**src/design/utf8v_pkg.sv**
```systemverilog
package utf8v_pkg;

   localparam int unsigned BYTE_W              = 8;
   localparam int unsigned CP_W                = 21;
   localparam int unsigned OFFSET_OUT_W        = 32;
   localparam int unsigned OFFSET_BITS_DEFAULT = 32;

   // lead byte classes
   localparam logic [BYTE_W-1:0] LEAD2_MASK = 8'b1110_0000;
   localparam logic [BYTE_W-1:0] LEAD2_CODE = 8'b1100_0000;
   localparam logic [BYTE_W-1:0] LEAD3_MASK = 8'b1111_0000;
   localparam logic [BYTE_W-1:0] LEAD3_CODE = 8'b1110_0000;
   localparam logic [BYTE_W-1:0] LEAD4_MASK = 8'b1111_1000;
   localparam logic [BYTE_W-1:0] LEAD4_CODE = 8'b1111_0000;
   localparam logic [BYTE_W-1:0] CONT_MASK  = 8'b1100_0000;
   localparam logic [BYTE_W-1:0] CONT_CODE  = 8'b1000_0000;

   localparam logic [BYTE_W-1:0] LEAD2_MIN = 8'hC2;
   localparam logic [BYTE_W-1:0] LEAD3_MIN = 8'hE0;
   localparam logic [BYTE_W-1:0] LEAD4_MIN = 8'hF0;

   localparam logic [CP_W-1:0] CP_MIN3   = 21'h000800;
   localparam logic [CP_W-1:0] CP_MIN4   = 21'h010000;
   localparam logic [CP_W-1:0] SURR_LO   = 21'h00D800;
   localparam logic [CP_W-1:0] SURR_HI   = 21'h00DFFF;
   localparam logic [CP_W-1:0] CP_MAX    = 21'h10FFFF;

   localparam logic [1:0] EXTRA_NONE  = 2'd0;
   localparam logic [1:0] EXTRA_TWO   = 2'd1;
   localparam logic [1:0] EXTRA_THREE = 2'd2;
   localparam logic [1:0] EXTRA_FOUR  = 2'd3;

   // sequence tracking state, positions kept apart since their width is a parameter
   typedef struct packed {
      logic [1:0]        expected;
      logic [1:0]        extra;
      logic [BYTE_W-1:0] lead_val;
      logic [CP_W-1:0]   acc;
      logic              pend;
      logic [BYTE_W-1:0] pend_val;
      logic              err;
      logic [BYTE_W-1:0] err_val;
      logic              non_ascii;
   } seq_type;

   typedef struct packed {
      logic                    is_valid;
      logic                    saw_non_ascii;
      logic [OFFSET_OUT_W-1:0] first_error_offset;
      logic [BYTE_W-1:0]       first_error_byte;
   } verdict_type;

endpackage

```
**src/design/utf8v_step.sv**
```systemverilog
module utf8v_step import utf8v_pkg::*; #(
   parameter int unsigned OFFSET_BITS = OFFSET_BITS_DEFAULT
) (
   input  seq_type                 seq,
   input  logic [OFFSET_BITS-1:0]  byte_count,
   input  logic [OFFSET_BITS-1:0]  lead_pos,
   input  logic [OFFSET_BITS-1:0]  pend_pos,
   input  logic [OFFSET_BITS-1:0]  err_pos,
   input  logic [BYTE_W-1:0]       data_byte,
   input  logic                    last_byte,
   output seq_type                 seq_next,
   output logic [OFFSET_BITS-1:0]  byte_count_next,
   output logic [OFFSET_BITS-1:0]  lead_pos_next,
   output logic [OFFSET_BITS-1:0]  pend_pos_next,
   output logic [OFFSET_BITS-1:0]  err_pos_next,
   output verdict_type             verdict
);

   seq_type                 s;
   logic [OFFSET_BITS-1:0]  lp;
   logic [OFFSET_BITS-1:0]  pp;
   logic [OFFSET_BITS-1:0]  ep;
   logic [1:0]              lead_extra;
   logic [CP_W-1:0]         lead_acc;
   logic [BYTE_W-1:0]       lead_min;
   logic                    hit;
   logic [OFFSET_BITS-1:0]  hit_pos;
   logic [BYTE_W-1:0]       hit_val;
   logic [OFFSET_OUT_W-1:0] err_pos_sat;

   always_comb begin
      s          = seq;
      lp         = lead_pos;
      pp         = pend_pos;
      ep         = err_pos;
      lead_extra = EXTRA_NONE;
      lead_acc   = '0;
      lead_min   = '0;
      hit        = 1'b0;
      hit_pos    = '0;
      hit_val    = '0;

      priority if ((data_byte & LEAD2_MASK) == LEAD2_CODE) begin
         lead_extra = EXTRA_TWO;
         lead_acc   = CP_W'(data_byte[4:0]);
         lead_min   = LEAD2_MIN;
      end else if ((data_byte & LEAD3_MASK) == LEAD3_CODE) begin
         lead_extra = EXTRA_THREE;
         lead_acc   = CP_W'(data_byte[3:0]);
         lead_min   = LEAD3_MIN;
      end else if ((data_byte & LEAD4_MASK) == LEAD4_CODE) begin
         lead_extra = EXTRA_FOUR;
         lead_acc   = CP_W'(data_byte[2:0]);
         lead_min   = LEAD4_MIN;
      end else begin
         lead_extra = EXTRA_NONE;
      end

      if (!seq.err) begin
         if (seq.expected == EXTRA_NONE) begin
            if (data_byte[BYTE_W-1]) begin
               s.non_ascii = 1'b1;
               if (lead_extra == EXTRA_NONE || data_byte < lead_min) begin
                  hit     = 1'b1;
                  hit_pos = byte_count;
                  hit_val = data_byte;
               end else begin
                  s.expected = lead_extra;
                  s.extra    = lead_extra;
                  s.lead_val = data_byte;
                  s.acc      = lead_acc;
                  s.pend     = 1'b0;
                  s.pend_val = '0;
                  lp         = byte_count;
                  pp         = '0;
               end
            end
         end else begin
            if (!seq.pend) begin
               if ((data_byte & CONT_MASK) != CONT_CODE) begin
                  s.pend     = 1'b1;
                  s.pend_val = data_byte;
                  pp         = byte_count;
               end else begin
                  s.acc = {seq.acc[CP_W-7:0], data_byte[5:0]};
               end
            end
            s.expected = seq.expected - 2'd1;
            // sequence complete: report a held bad continuation or check the code point
            if (s.expected == EXTRA_NONE) begin
               if (s.pend) begin
                  hit     = 1'b1;
                  hit_pos = pp;
                  hit_val = s.pend_val;
               end else if ((s.extra == EXTRA_THREE && s.acc < CP_MIN3) ||
                            (s.extra == EXTRA_FOUR && s.acc < CP_MIN4) ||
                            (s.acc >= SURR_LO && s.acc <= SURR_HI) ||
                            (s.acc > CP_MAX)) begin
                  hit     = 1'b1;
                  hit_pos = lp;
                  hit_val = s.lead_val;
               end
               s.pend = 1'b0;
            end
         end
      end

      if (hit) begin
         s.err     = 1'b1;
         s.err_val = hit_val;
         ep        = hit_pos;
      end

      // stream ends inside a sequence: blame the lead
      if (last_byte && !s.err && s.expected != EXTRA_NONE) begin
         s.err     = 1'b1;
         s.err_val = s.lead_val;
         ep        = lp;
      end
   end

   generate
      if (OFFSET_BITS > OFFSET_OUT_W) begin : g_sat
         assign err_pos_sat = (|ep[OFFSET_BITS-1:OFFSET_OUT_W]) ? '1 : ep[OFFSET_OUT_W-1:0];
      end else begin : g_ext
         assign err_pos_sat = OFFSET_OUT_W'(ep);
      end
   endgenerate

   assign verdict.is_valid           = !s.err;
   assign verdict.saw_non_ascii      = s.non_ascii;
   assign verdict.first_error_offset = s.err ? err_pos_sat : '0;
   assign verdict.first_error_byte   = s.err ? s.err_val : '0;

   // start a fresh stream after the last byte
   assign seq_next        = last_byte ? '0 : s;
   assign lead_pos_next   = last_byte ? '0 : lp;
   assign pend_pos_next   = last_byte ? '0 : pp;
   assign err_pos_next    = last_byte ? '0 : ep;
   assign byte_count_next = last_byte ? '0 :
                            (&byte_count) ? byte_count : byte_count + 1'b1;

endmodule

```
**config.mk**
```make
export PLATFORM = sky130hd
export DESIGN_NAME = utf8v_step
export DESIGN_NICKNAME = d
export VERILOG_FILES = /design/src/design/utf8v_pkg.sv /design/src/design/utf8v_step.sv
export SDC_FILE = /design/constraint.sdc
export NUM_CORES = 1
export LEC_CHECK = 0
export BUFFER_PORTS_ARGS = -buffer_cell sky130_fd_sc_hd__buf_2
export CORE_AREA = 2 2 157 159
export DETAILED_ROUTE_END_ITERATION = 16
export DIE_AREA = 0 0 159 161
export GPL_TIMING_DRIVEN = 0
export PLACE_DENSITY_LB_ADDON = 0.08
export SLEW_MARGIN = 20
export SYNTH_ARGS = -nofsm -noshare
export SYNTH_HDL_FRONTEND = slang
export SYNTH_SLANG_ARGS = --single-unit
export TNS_END_PERCENT = 20
```
**constraint.sdc**
```tcl
create_clock -name vclk -period 7.95
set_clock_uncertainty 0.15 [all_clocks]
set_input_delay 0.3975 -clock vclk [all_inputs]
set_output_delay 0.3975 -clock vclk [all_outputs]
set_load 0.02 [all_outputs]
```
==> results of run 1 <==
-- layout make-up --
type                            instances  area (um^2)
Inverter                               10         37.5
Antenna cell                            1         2.50
Fill cell                            2879        16000
Multi-Input combinational cell        780         5070
Buffer                                106          507
Timing Repair Buffer                  394         1970
Tap cell                              324          405
-- cell usage in the layout (no fill, tap or decap), types with 4 or more instances in the layout --
cell       Yosys  routed
or3_1          5       5
nor3_1        11      11
mux2i_1       71      71
inv_1          9       9
nand2b_1       7       7
xor2_1         7       7
a22oi_1       53      53
and2_1         5       5
xnor2_1        8       8
and4_1         4       4
buf_2         18     412
nand3b_1       4       4
o21ai_0       57      57
a21oi_1       31      30
a211oi_1       6       6
buf_1          4       4
and3_1         6       6
nor4_1         6       6
a22oi_2       33      33
nand4_1       10      10
nand2_1       78      78
o2bb2ai_1     35      35
nor2b_1       13      13
ha_1           4       4
or4_1         45      45
nor2_1       177     177
nand3_1       14      14
buf_4          4       4
clkbuf_1      75      75
a2bb2oi_1      4       4
a31oi_1       36      36
-- worst max-delay path: stages --
cell      delay, ns
buf_2          0.11
buf_2          0.18
nand2_1        0.08
nand4_1        0.25
ha_1           0.38
a211oi_1       0.27
o21ai_0        0.27
a21oi_2        0.63
clkbuf_1       0.66
buf_2          0.42
a22oi_2        0.14
a31oi_1        0.33
buf_2          0.23
-- metal layers --
metal,GRT usage (%),part of all wire (%),vias up,wire [um]
met4,6.90,2.7,0,1020
met1,34.6,42,4232,16000
met3,3.78,6.1,54,2310
met5,0,0,-,0
li1,-,-,4168,-
met2,50.4,49,394,18500
-- per-stage QoR --
stage                     cells  cell area [um^2]
after floorplan             896              5610
after global placement     1614              7990
after detailed placement   1614              7990
after CTS                  1614              7990
after global routing       1615              7990
final                      1615              7990
-- kinds of logic after synthesis --
| group | count (synthesis) |
|---|---|
| AO/OA/AOI/OAI | 285 |
| XOR/XNOR | 15 |
| adder cells (fa/ha/maj) | 4 |
| buffers and inverters | 116 |
| multiplexers | 76 |
| AND/OR/NAND/NOR | 400 |
-- worst max-delay path by stage --
| stage | endpoint | cells past startpoint | slack, ns | startpoint |
|---|---|---|---|---|
| final | verdict[19] | 13 | 3.02 | data_byte[4] |
| after global routing | verdict[19] | 13 | 2.82 | data_byte[4] |
| after CTS | verdict[19] | 13 | 2.99 | data_byte[4] |
| after detailed placement | verdict[19] | 13 | 2.99 | data_byte[4] |
| after global placement | verdict[19] | 13 | 2.61 | data_byte[4] |
| after floorplan | verdict[28] | 12 | 4.15 | data_byte[6] |
-- where the power goes --
| group | leakage (nW) | internal [mW] | switching, mW |
|---|---|---|---|
| sequential | 0 | 0 | 0 |
| clock | 0.00000634 | 0.0000000168 | 0 |
| combinational | 3.88 | 0.193 | 0.381 |
| total | 3.88 | 0.193 | 0.381 |
==> results.md, run 1 <==
* Unrepaired setup endpoints after global routing: false
* Max_cap viols at 0
* Postcts setup bufs at 0
* Min-delay src: seq[0]
* GR Overflow Total at 0
* Vias in the first global route at 8,889
* Detail Route Antenna Nets at 0
* Final Critical Period at about 5 ns
* Crit end category: output pin
* Total Power at roughly 570 uW
* I/O Buffers at 394
* Synth Cell Area at 5610 um^2
* Top cells by area, synth: mux2i_1 (13%), nor2_1 (12%), a22oi_2 (7.4%)
* FP Rows at 57
* Syn Area/Cell at 6.26 um^2
* Die area at 25,600 um^2
* Status: completed
* Dpl ws at 2.99 ns
* TNS Setup at 0 ns
* Layout area overhead at 42.5%
* Largest family of logic cells by synthesized area: compound AO/OA/AOI/OAI gates
* Library cells used by synthesis at between 60 and 70
* Final Hold Vio Count at 0
* Share of cells above drive strength 1 at 36.7%
* DR WL/cell at 23.4 um
* Total track usage at 27.8%
* HP Class: input pin to output pin
* Core area at 24,000 um^2
* Routed wire length at between 30,000 and 40,000 um
* Largest net degree at the start of global routing at 11
* Initial antenna violation count at 1
* Synth Instances at 896
* Multiplexer area fraction after synthesis at 13.7%
* Setup ws final at 3.02 ns
* CP Class: input pin to output pin
* Critical-path maximum fanout at 10
* Final Slew Violations at 0
* DRC Markers at 0
* Adder-cell area share of the yosys netlist at less than 1%
* Gates resized, CTS repair at 0
* Worst vdd ir at about 0.000025 V
* Top-count cell post-synth: nor2_1
* Hold buffer count at cts at 0
* Storage element area at 0 um^2
* Worst Path Required at 7.40 ns
* Synth top cells by count: nor2_1 (177), nand2_1 (78), clkbuf_1 (75), mux2i_1 (71), o21ai_0 (57)
* Vias at 8,848
* Iter 0 DRT Violations at 600
* CP arrival at 4.39 ns
* Startpoint types: input pin
* Final Core Density at 33.3%
* Initial Util at 23.4%
* I/O pin count at 411
* Gpl congestion at 0.880
* Post-Synthesis Net Count at 1,089
* Chip Height at between 150 and 200 um
* Seq/Total Area, Yosys at 0%
* Fin nets at 1,485
* Compound-Gate Fraction of Synth Area at about two fifths
* Tcrit/Tclk final at 62.0%
* Vias/cell at 5.48
* FF+latch count at 0
* Post-Synth XOR/XNOR Area at 2.34%
* Synth Warn # at 0
* Fmax at 203 MHz
* Hold slack at about 0.97 ns
* Drt pass-1 iters at 5
* DP HPWL at 30,400 um
* Power per cell area at 71.8 nW/um^2
* Synth top area share at 12.7%
* Worst slew pin tran at around 0.91 ns
* WHS Endpoint: verdict[40]
* Max-slew headroom at a little under 40%
* Simple-Gate Fraction of Synth Area at 34.9%
* First-pass GRT wire length at 55,600 um
* Clock buffer count at 0
* Worst Hold Depth at 3
* Leading area contributor after synthesis: mux2i_1
* Die Wd at 159 um
* Pleak at 3.88 nW
* Final setup vio count at 0
Power figures use the tool's default switching activity.
==> run 2, diff against run 1 <==
==> constraint.sdc (replaced) <==
create_clock -name vclk -period 4.4
set_clock_uncertainty 0.15 [all_clocks]
set_input_delay 0.22 -clock vclk [all_inputs]
set_output_delay 0.22 -clock vclk [all_outputs]
set_load 0.02 [all_outputs]
==> results.md, run 2 (synthesized netlist as in run 1, its figures left out) <==
* Tcrit/Tclk final at between 90 and 100%
* Critical path buffers and inverters at 5
* Initial Util at a little under a quarter
* Storage element area at 0 um^2
* DP HPWL at between 30,000 and 40,000 um
* Slowest stage cell on the critical path: a21oi_4
* Final Core Density at 33.4%
* DRC Markers at 0
* Final Hold Vio Count at 0
* Die area at 25,600 um^2
* Top delay family on crit path: compound AO/OA/AOI/OAI gates
* Total track usage at about 28%
* Chip Height at between 150 and 200 um
* I/O Buffers at 394
* Most frequent cells in the layout: buf_2 (412), nor2_1 (177), nand2_1 (78), clkbuf_1 (74), mux2i_1 (71)
* Die Wd at 159 um
* Gpl congestion at 0.880
* Fmax at 240 MHz
* Worst slew pin tran at ~0.9 ns
* Pleak at 3.89 nW
* Worst Path Required at ~4.0 ns
* Levels on crit path at 13
* CP cell instances: buf_2 > buf_2 > nand2_1 > nand4_1 > ha_1 > a211oi_1 > o21ai_0 > a21oi_4 > clkbuf_2 > buf_2 > a22oi_2 > a31oi_1 > buf_2
* Crit end category: output pin
* Final Critical Period at between 4 and 5 ns
* Delay of the slowest cell on the worst path at 0.48 ns
* Drt pass-1 iters at 5
* Max-slew headroom at 39.2%
* Share of cells above drive strength 1 at between 30% and 40%
* Final Instance Area at approximately 8000 um^2
* FP Rows at 57
* Iter 0 DRT Violations at 584
* Unrepaired setup endpoints after global routing: false
* Status: completed
* Total placed instance area at 7990 um^2
* Power per cell area at 130 nW/um^2
* Detail Route Antenna Nets at 0
* Hold buffer count at cts at 0
* Initial antenna violation count at 1
* I/O pin count at just over 400
* Layout area overhead at 42.7%
* Max_cap viols at 0
* TNS Setup at 0 ns
* Final Slew Violations at 0
* First-pass GRT wire length at 55,600 um
* HP Class: input pin to output pin
* Critical-path maximum fanout at 10
* Worst Hold Depth at 3
* FF+latch count at 0
* Vias in the first global route at 8,889
* DR WL/cell at 23.5 um
* Commonest non-fill, non-tap cell in the layout: buf_2
* CP arrival at 3.80 ns
* GR Overflow Total at 0
* Startpoint types: input pin
* Largest net degree at the start of global routing at 11
* Final setup vio count at 0
* Fin nets at 1,485
* Min-delay src: seq[0]
* WHS Endpoint: verdict[40]
* Hold slack at 0.615 ns
* CP most frequent cell: buf_2
* Vias/cell at 5.48
* Routed wire length at about 38,000 um
* CP Class: input pin to output pin
* Vias at about 8,800
* Clock buffer count at 0
* Core area at ~24,000 um^2
* Worst vdd ir at approximately 0.000046 V
-- run 2: cell types whose count changed in the layout (fill, tap and decap cells not counted) --
| cell | change |
|---|---|
| a21oi_4 | +1 |
| a21oi_2 | -1 |
| clkbuf_2 | +1 |
| clkbuf_1 | -1 |
-- run 2: worst min-delay path, stage by stage --
cell	delay (ns)
buf_2	0.07
nand2b_1	0.09
buf_2	0.16
-- run 2: per-stage QoR --
step | std cells | total power, mW | setup WS (ns)
3_5_place_dp | 1614 | 1.03 | -0.201
3_3_place_gp | 1614 | 1.03 | -0.585
6_report | 1615 | 1.04 | 0.231
5_1_grt | 1615 | 1.11 | 0.0547
2_1_floorplan | 896 | 0.604 | 0.951
4_1_cts | 1614 | 1.04 | 0.0531
-- run 2: worst max-delay path by stage --
stage                     slack, ns          end    startpoint
final                          0.23  verdict[19]  data_byte[4]
after global routing           0.05  verdict[19]  data_byte[4]
after CTS                      0.05  verdict[19]  data_byte[4]
after detailed placement      -0.20  verdict[19]  data_byte[4]
after global placement        -0.59  verdict[19]  data_byte[4]
after floorplan                0.95  verdict[28]  data_byte[6]
-- run 2: report_power, final --
| group | switching (mW) | total, mW | internal [mW] |
|---|---|---|---|
| registers | 0 | 0 | 0 |
| clock network | 0 | 0.0000000304 | 0.0000000304 |
| logic | 0.690 | 1.04 | 0.349 |
| total | 0.690 | 1.04 | 0.349 |
-- run 2: what timing repair did --
item	CTS	global route
resized for setup	1	1
gates cloned	0	0
endpoints found under the setup margin	22	3
endpoints found under the hold margin	0	0
buffers inserted	0	0
-- run 2: layer usage --
metal / global-route usage [%] / part of all wire, % / up-vias
met5: 0 / 0 / -
met4: 6.90 / 2.6 / 0
met3: 3.78 / 6.2 / 52
met2: 50.4 / 49 / 404
met1: 34.6 / 42 / 4228
li1: - / - / 4160
-- run 2: final cells by class --
type	count	area [um^2]
Fill cell	2876	16000
Buffer	106	508
Timing Repair Buffer	394	1970
Antenna cell	1	2.50
Inverter	10	37.5
Multi-Input combinational cell	780	5070
Tap cell	324	405
==> run 3, diff against run 2 <==
==> constraint.sdc (replaced) <==
create_clock -name vclk -period 4.3
set_clock_uncertainty 0.15 [all_clocks]
set_input_delay 0.215 -clock vclk [all_inputs]
set_output_delay 0.215 -clock vclk [all_outputs]
set_load 0.02 [all_outputs]
==> results.md, run 3 (synthesized netlist as in run 1, its figures left out) <==
* CP arrival at roughly 3.7 ns
* Core area at 24,000 um^2
* Max_cap viols at 0
* Share of cells above drive strength 1 at 37.0%
* Pleak at 3.91 nW
* Critical path buffers and inverters at 5
* Total Power at around 1.1 mW
* Startpoint types: input pin
* Final Core Density at 33.5%
* CP most frequent cell: buf_2
* Chip Height at 161 um
* Initial Util at 23.4%
* Storage element area at 0 um^2
* DR WL/cell at 23.5 um
* Commonest non-fill, non-tap cell in the layout: buf_2
* Worst Hold Depth at 3
* CP cell instances: buf_2 > buf_2 > nand2_1 > nand4_1 > ha_1 > a211oi_1 > o21a_1 > nor3_2 > o41ai_1 > buf_2 > clkbuf_1 > or4_1 > a31oi_1 > buf_2
* Final Slew Violations at 0
* I/O pin count at 411
* HP Class: input pin to output pin
* Detail Route Antenna Nets at 0
* Die Wd at about 160 um
* Top delay family on crit path: buffers and inverters
* Die area at ~26,000 um^2
* Fmax at 247 MHz
* Total track usage at 27.8%
* DRC Markers at 0
* Fin nets at 1,489
* Layout area overhead at 43.2%
* FF+latch count at 0
* Max-slew headroom at between 30% and 40%
* Gpl congestion at 0.880
* Worst Path Required at around 4 ns
* Final Non-Filler Cells at 1,619
* I/O Buffers at 394
* Delay of the slowest cell on the worst path at 0.41 ns
* Clock buffer count at 0
* Crit end category: output pin
* Slowest stage cell on the critical path: o41ai_1
* Initial antenna violation count at 1
* Worst slew pin tran at around 0.91 ns
* Final Hold Vio Count at 0
* Unrepaired setup endpoints after global routing: false
* Final setup vio count at 0
* Largest net degree at the start of global routing at 11
* CP Class: input pin to output pin
* Final Critical Period at between 4 and 5 ns
* Vias at between 8,000 and 9,000
* FP Rows at 57
* Most frequent cells in the layout: buf_2 (412), nor2_1 (177), nand2_1 (78), clkbuf_1 (74), mux2i_1 (71)
* Dpl cells at 1,614
* Vias in the first global route at 8,889
* Iter 0 DRT Violations at just under 600
* Tcrit/Tclk final at between 90% and 100%
* Power per cell area at between 100 and 150 nW/um^2
* Routed wire length at 38,000 um
* DP HPWL at 30,400 um
* Levels on crit path at 14
* Status: completed
* Vias/cell at between 5 and 6
* Drt pass-1 iters at 5
* Critical-path maximum fanout at 10
* Worst vdd ir at 0.0000466 V
* First-pass GRT wire length at 55,600 um
* GR Overflow Total at 0
-- run 3: tightest hold or removal path, cell delays in order --
cell and delay [ns]:
buf_2 0.07, nand2b_1 0.09, buf_2 0.16
-- run 3: area by class of cell --
type / instances / area [um^2]
Fill cell: 2872 / 15900
Inverter: 10 / 37.5
Timing Repair Buffer: 398 / 2000
Tap cell: 324 / 405
Antenna cell: 1 / 2.50
Buffer: 106 / 508
Multi-Input combinational cell: 780 / 5070
-- run 3: metal layers --
metal | GRT usage [%] | up-vias | share of wire, %
li1 | - | 4174 | -
met1 | 34.6 | 4266 | 42
met2 | 50.4 | 396 | 49
met3 | 3.78 | 54 | 6.1
met4 | 6.90 | 0 | 2.7
met5 | 0 | - | 0
-- run 3: final timing paths --
check | startpoint | end | slack [ns]
min | seq[0] | verdict[40] | 0.61
max | data_byte[4] | verdict[19] | 0.25
-- run 3: metrics by stage --
step	setup slack, ns	hold WS [ns]	TNS [ns]	instance area [um^2]
after floorplan	0.861	0.438	0	5610
after global placement	-0.675	0.605	-33.22	7990
after detailed placement	-0.291	0.605	-5.84	7990
after CTS	0.107	0.607	0	8000
after global routing	0.0804	0.637	0	8030
final	0.248	0.605	0	8030
-- run 3: timing repair --
item / in CTS / in global routing
buffers inserted: 0 / 4
endpoints found under the setup margin: 66 / 1
gates resized for setup: 2 / 0
hold buffers: 0 / 0
pin swaps: 0 / 1
-- run 3: report_power, final --
group	leakage, nW	switching, mW	internal, mW
Clock	0.00000634	0	0.0000000311
Combinational	3.91	0.707	0.359
Sequential	0	0	0
